[src/hdl/rgbk_pkg.sv]
package rgbk_pkg;

  localparam int DIM_W      = 11;
  localparam int SEL_W      = 10;
  localparam int KIND_W     = 2;
  localparam int CFG_IDX_W  = 3;
  localparam int CFG_DATA_W = 11;

  localparam logic [CFG_IDX_W-1:0] CFG_FRAME_WIDTH   = 3'd0;
  localparam logic [CFG_IDX_W-1:0] CFG_FRAME_HEIGHT  = 3'd1;
  localparam logic [CFG_IDX_W-1:0] CFG_SEL_COL_START = 3'd2;
  localparam logic [CFG_IDX_W-1:0] CFG_SEL_ROW_START = 3'd3;
  localparam logic [CFG_IDX_W-1:0] CFG_SEL_COL_END   = 3'd4;
  localparam logic [CFG_IDX_W-1:0] CFG_SEL_ROW_END   = 3'd5;
  localparam logic [CFG_IDX_W-1:0] CFG_FILTER_KIND   = 3'd6;

  localparam logic [KIND_W-1:0] KIND_EDGE    = 2'd0;
  localparam logic [KIND_W-1:0] KIND_SHARPEN = 2'd1;
  localparam logic [KIND_W-1:0] KIND_BOX     = 2'd2;
  localparam logic [KIND_W-1:0] KIND_GAUSS   = 2'd3;

  typedef struct packed {
    logic v;
    logic emit;
    logic interior;
    logic last;
  } pipe_t;

endpackage

[src/hdl/rgbk_ctrl.sv]
module rgbk_ctrl #(
  parameter int MAX_WIDTH  = 1024,
  parameter int MAX_HEIGHT = 1024,
  localparam int CW = $clog2(MAX_WIDTH + 1),
  localparam int RW = $clog2(MAX_HEIGHT + 3),
  localparam int AW = $clog2(MAX_WIDTH)
) (
  input  logic                              clk,
  input  logic                              rst_n,
  input  logic                              adv,
  input  logic                              in_valid,
  input  logic                              is_padding,
  input  logic                              cfg_valid,
  input  logic [rgbk_pkg::CFG_IDX_W-1:0]    cfg_index,
  input  logic [rgbk_pkg::CFG_DATA_W-1:0]   cfg_data,
  output logic                              take,
  output logic                              pix_phase,
  output logic [AW-1:0]                     rd_addr,
  output logic [AW-1:0]                     s1_addr,
  output rgbk_pkg::pipe_t                   s1,
  output logic [rgbk_pkg::KIND_W-1:0]       kind
);

  logic [rgbk_pkg::DIM_W-1:0]  fw_r, fh_r, sce_r, sre_r;
  logic [rgbk_pkg::SEL_W-1:0]  scs_r, srs_r;
  logic [rgbk_pkg::KIND_W-1:0] kind_r;
  logic [CW-1:0]               col_r, col_nxt;
  logic [RW-1:0]               row_r, row_nxt;
  rgbk_pkg::pipe_t             s1_r, s1_nxt;
  logic [AW-1:0]               s1_addr_r;

  logic [CW-1:0] wd, c0, cc;
  logic [RW-1:0] ht, r0, cr;
  logic          ok, inter, last;

  always_comb begin
    if (fw_r == '0) begin
      wd = CW'(1);
    end else if (32'(fw_r) > MAX_WIDTH) begin
      wd = CW'(MAX_WIDTH);
    end else begin
      wd = CW'(fw_r);
    end
    if (fh_r == '0) begin
      ht = RW'(1);
    end else if (32'(fh_r) > MAX_HEIGHT) begin
      ht = RW'(MAX_HEIGHT);
    end else begin
      ht = RW'(fh_r);
    end

    c0 = col_r;
    r0 = row_r;
    if (col_r >= wd) begin
      c0 = '0;
      r0 = row_r + RW'(1);
    end
    if ((r0 > ht + RW'(1)) || ((r0 == ht + RW'(1)) && (c0 != '0))) begin
      c0 = '0;
      r0 = '0;
    end
    pix_phase = r0 < ht;
    take      = in_valid && adv && !(pix_phase && is_padding);

    col_nxt = c0 + CW'(1);
    row_nxt = r0;
    if (col_nxt >= wd) begin
      col_nxt = '0;
      row_nxt = r0 + RW'(1);
    end

    if (c0 == '0) begin
      ok = r0 >= RW'(2);
      cr = r0 - RW'(2);
      cc = wd - CW'(1);
    end else begin
      ok = r0 >= RW'(1);
      cr = r0 - RW'(1);
      cc = c0 - CW'(1);
    end
    ok    = ok && (cr < ht);
    inter = (cr >= RW'(1)) && (cc >= CW'(1)) &&
            (32'(cr) + 32'd1 < 32'(ht)) && (32'(cc) + 32'd1 < 32'(wd)) &&
            (32'(cc) >= 32'(scs_r)) && (32'(cc) < 32'(sce_r)) &&
            (32'(cr) >= 32'(srs_r)) && (32'(cr) < 32'(sre_r));
    last  = ok && (cr == ht - RW'(1)) && (cc == wd - CW'(1));
    if (last) begin
      col_nxt = '0;
      row_nxt = '0;
    end

    s1_nxt          = s1_r;
    if (adv) begin
      s1_nxt.v        = take;
      s1_nxt.emit     = take && ok;
      s1_nxt.interior = inter;
      s1_nxt.last     = last;
    end
  end

  always_ff @(posedge clk) begin
    if (!rst_n) begin
      fw_r   <= rgbk_pkg::DIM_W'(1024);
      fh_r   <= rgbk_pkg::DIM_W'(1024);
      scs_r  <= '0;
      srs_r  <= '0;
      sce_r  <= rgbk_pkg::DIM_W'(1024);
      sre_r  <= rgbk_pkg::DIM_W'(1024);
      kind_r <= rgbk_pkg::KIND_EDGE;
      col_r  <= '0;
      row_r  <= '0;
      s1_r   <= '0;
    end else begin
      if (cfg_valid) begin
        case (cfg_index)
          rgbk_pkg::CFG_FRAME_WIDTH:   fw_r   <= cfg_data;
          rgbk_pkg::CFG_FRAME_HEIGHT:  fh_r   <= cfg_data;
          rgbk_pkg::CFG_SEL_COL_START: scs_r  <= cfg_data[rgbk_pkg::SEL_W-1:0];
          rgbk_pkg::CFG_SEL_ROW_START: srs_r  <= cfg_data[rgbk_pkg::SEL_W-1:0];
          rgbk_pkg::CFG_SEL_COL_END:   sce_r  <= cfg_data;
          rgbk_pkg::CFG_SEL_ROW_END:   sre_r  <= cfg_data;
          rgbk_pkg::CFG_FILTER_KIND:   kind_r <= cfg_data[rgbk_pkg::KIND_W-1:0];
          default: ;
        endcase
      end
      if (take) begin
        col_r <= col_nxt;
        row_r <= row_nxt;
      end else if (in_valid && adv) begin
        // ignored padding item still settles the wrapped position
        col_r <= c0;
        row_r <= r0;
      end
      s1_r <= s1_nxt;
    end
  end

  always_ff @(posedge clk) begin
    if (take) begin
      s1_addr_r <= c0[AW-1:0];
    end
  end

  assign rd_addr = c0[AW-1:0];
  assign s1_addr = s1_addr_r;
  assign s1      = s1_r;
  assign kind    = kind_r;

endmodule

[config.mk]
export PLATFORM = sky130hd
export DESIGN_NAME = rgbk_ctrl
export DESIGN_NICKNAME = d
export VERILOG_FILES = /design/src/hdl/rgbk_pkg.sv /design/src/hdl/rgbk_ctrl.sv
export SDC_FILE = /design/constraint.sdc
export NUM_CORES = 1
export LEC_CHECK = 0
export BUFFER_PORTS_ARGS = -buffer_cell sky130_fd_sc_hd__buf_2
export CAP_MARGIN = 20
export CORE_ASPECT_RATIO = 0.9
export CORE_MARGIN = 5
export CORE_UTILIZATION = 44
export CTS_BUF_LIST = sky130_fd_sc_hd__clkbuf_16
export DETAILED_ROUTE_END_ITERATION = 10
export SETUP_SLACK_MARGIN = 0.4
export SYNTH_ARGS = -nofsm -noshare
export SYNTH_HDL_FRONTEND = slang
export SYNTH_SLANG_ARGS = --single-unit
[constraint.sdc]
create_clock -name clk -period 9.7 [get_ports clk]
set_clock_uncertainty 0.1 [all_clocks]
set_input_delay 0.485 -clock clk [delete_from_list [all_inputs] [get_ports clk]]
set_output_delay 0.485 -clock clk [all_outputs]
set_load 0.005 [all_outputs]
==> run summary <==
Status - finished clean
Post-synth EDFFs - 10
Num rows - 54
Met2 routed WL - 15,700 µm
Post-Syn Nets - 1,564
Top routing layer used - met4
Largest family of logic cells by synthesized area - simple AND/OR/NAND/NOR gates
H-tree levels - 3
Minimum clock period - 8880 ps
Area share of fa/ha/maj cells after synthesis - 15.6%
Crit path launch type - flop
Placer Congestion - 0.928
Antenna violations before repair - 0
Drt pass-1 iters - 6
Max Cap Viol - 0
Antenna cells - 0
Setup crit end kind - flop
Most frequent cells in the layout - nand2_1 (251), ha_1 (132), dfxtp_1 (92)
Fmax - 0.113 GHz
Post-Syn Area - 10,600 µm²
Yosys cell types - 94
Clock sinks - 102
Metal3 WL - 2350 µm
Initial Util - 44.3%
Final Max Tran Viols - 0
Data arrival time of the critical path - 9080 ps
Slowest cell on the critical path - or4b_2
CTS buffer count - 9
Clock tree buffer depth - 2
Commonest non-fill, non-tap cell in the layout - nand2_1
Clock Pin Slew Worst Setup and Hold Paths - 80 ps
Slew @ Worst Pin - 923 ps
Largest net degree at the start of global routing - 85
Total congestion overflow - 0
Residual DRC - 0
Synth Area in Compound Gates - 25.1%
Peak supply drop - 74.0 µV
Top-Level Pins - 48
Mux cell area share after synthesis - 2.83%
Avg WL per Cell - 20.1 µm
Setup TNS - 0 ps
Gr usage total - 25.0%
Post-Synth Simple-Gate Area - 25.9%
First-pass GRT wire length - 54,500 µm
Area Overhead vs Synth - 9.64%
Die area - 27,400 µm²
Yosys top cell area share - 17.3%
Die width - 174 µm
Final nets - 1,599
DR vias/cell - 6.00
Post-synth top flop - dfxtp_1
Clock Latency Late Sink - 370 ps
Routed WL - 35,300 µm
Max FO, Critical Path - 7
Most used cell, CP - ha_1
Hpwl dp - 27,300 µm
Final Core Density - 48.5%
Top cell type by total area after synthesis - dfxtp_1
Chip height - 158 µm
Vias in the first global route - 9,603
Syn Inst Count - 1,411
Synth Register Bits - 102
Largest cells by area after synthesis - dfxtp_1 (17%), ha_1 (16%), nand2_1 (8.9%), a21boi_0 (4.7%), inv_1 (3.2%)
Setup CP Type - flop to flop
Avg Synthesized Cell Area - 7.54 µm²
CTS tree - done
Via count of the routed design - 10,559
Overall Power - 1.28 mW
Seq/Total Area, Yosys - 20.1%
Antenna Nets Post-Route - 0
Async SR Flop Fraction - 0%
Worst path required time - 9900 ps
Initial drt markers - 908
Fin crit share - 91.6%
Fillers - 2,430
WL met1 - 16,900 µm
Final hold slack - 356 ps
Worst path max stage delay - 650 ps
Lkg Pwr - 4.87 nW
Pwr dens - 110 nW/µm²
Yosys warnings - 0
Final hold vios - 0
Root buffer cell - clkbuf_16
Hold Path Class - input port to flop
Proportion of layout cells with a drive suffix above 1 - 10.8%
Core area - 24,100 µm²
Buffers on Ports - 47
Worst R2R Setup Slack - 820 ps
Setup-failing EPs final - 0
RSZ-0062 raised after global routing - no
Max_slew headroom - 38.1%
Synth Area in XOR/XNOR - 4.84%
[worst max-delay path: cells and delay by family (launching register included)]
kind / cells / cell delay (ps)
AOI/OAI and AO/OA: 13 / 2580
DFF: 1 / 370
and+or+nand+nor: 16 / 4190
adders and majority gates: 4 / 900
xor gates and xnor gates: 1 / 80
buffers and inverters: 3 / 580
[cells in the mapped netlist (12+ instances only)]
cell,count
nor4_1,14
xor2_1,19
nand3_1,53
and3_1,12
dfxtp_1,92
o21ai_0,51
clkbuf_1,40
nand2_1,253
o21ai_1,14
mux2i_1,20
nand4_1,30
o211ai_1,16
and2_1,21
a21boi_0,67
xnor2_1,38
or3_1,12
o21a_1,19
a21o_1,38
nor2b_1,14
inv_1,90
ha_1,133
nand2b_1,12
a211oi_1,16
nor3_1,26
a21oi_1,53
nor2_1,78
[state kept, by name, indices dropped and copies added, names as in the netlist, 10 cells and up]
name	flops
col_r	11
row_r	11
sre_r	11
sce_r	11
fw_r	11
scs_r	10
srs_r	10
fh_r	11
s1_addr	10
[per-stage QoR]
stage / setup slack, ps / instance area, µm² / instances
CTS: 603 / 11500 / 1750
global placement: 835 / 11200 / 1734
global route: 358 / 11700 / 1759
finish: 815 / 11700 / 1759
floorplan: 1330 / 10600 / 1411
detailed placement: 705 / 11200 / 1734
[layer usage]
layer	vias up	track usage (%)
li1	5148	-
met1	4951	36.4
met2	430	39.7
met3	30	3.34
met4	0	5.05
met5	-	0
[power breakdown]
part | leakage (nW) | internal (mW) | total, mW | switching, mW
registers | 0.837 | 0.435 | 0.445 | 0.0105
clock network | 0.145 | 0.182 | 0.385 | 0.203
logic | 3.88 | 0.181 | 0.451 | 0.270
[path summary, 6_finish.rpt]
kind                               from                     to  cells past startpoint
setup reg to reg   fw_r[3]$_SDFFE_PN0P_     s1[1]$_SDFFE_PN0P_                     37
hold / removal              cfg_data[9]  scs_r[9]$_SDFFE_PN0P_                      3
hold reg to reg   sce_r[6]$_SDFFE_PN0P_  sce_r[6]$_SDFFE_PN0P_                      2
setup / recovery   fw_r[3]$_SDFFE_PN0P_     s1[1]$_SDFFE_PN0P_                     37
[cells by family (layout without fill, tap and decap cells)]
| logic type | count (synthesis) | after routing |
|---|---|---|
| flops | 102 | 102 |
| fa+ha+maj | 133 | 133 |
| compound gates | 369 | 369 |
| buf+inv | 151 | 191 |
| mux | 27 | 27 |
| simple gates | 571 | 571 |
| xor+xnor | 58 | 58 |
[repair_timing]
item | CTS | global route
resized for setup | 0 | 24
setup buffers | 0 | 9
hold buffers | 0 | 0
setup endpoints to repair | 0 | 25
[cell type report]
type | count | area, µm² | area share, %
Clock buffer | 9 | 225 | 1.93
Timing Repair Buffer | 81 | 503 | 4.31
Tap cell | 308 | 385 | 3.30
Clock inverter | 7 | 66.3 | 0.568
Sequential cell | 102 | 2140 | 18.4
Inverter | 94 | 357 | 3.06
Multi-Input combinational cell | 1158 | 7990 | 68.5
Note: power is estimated with default switching activity, not from simulation.
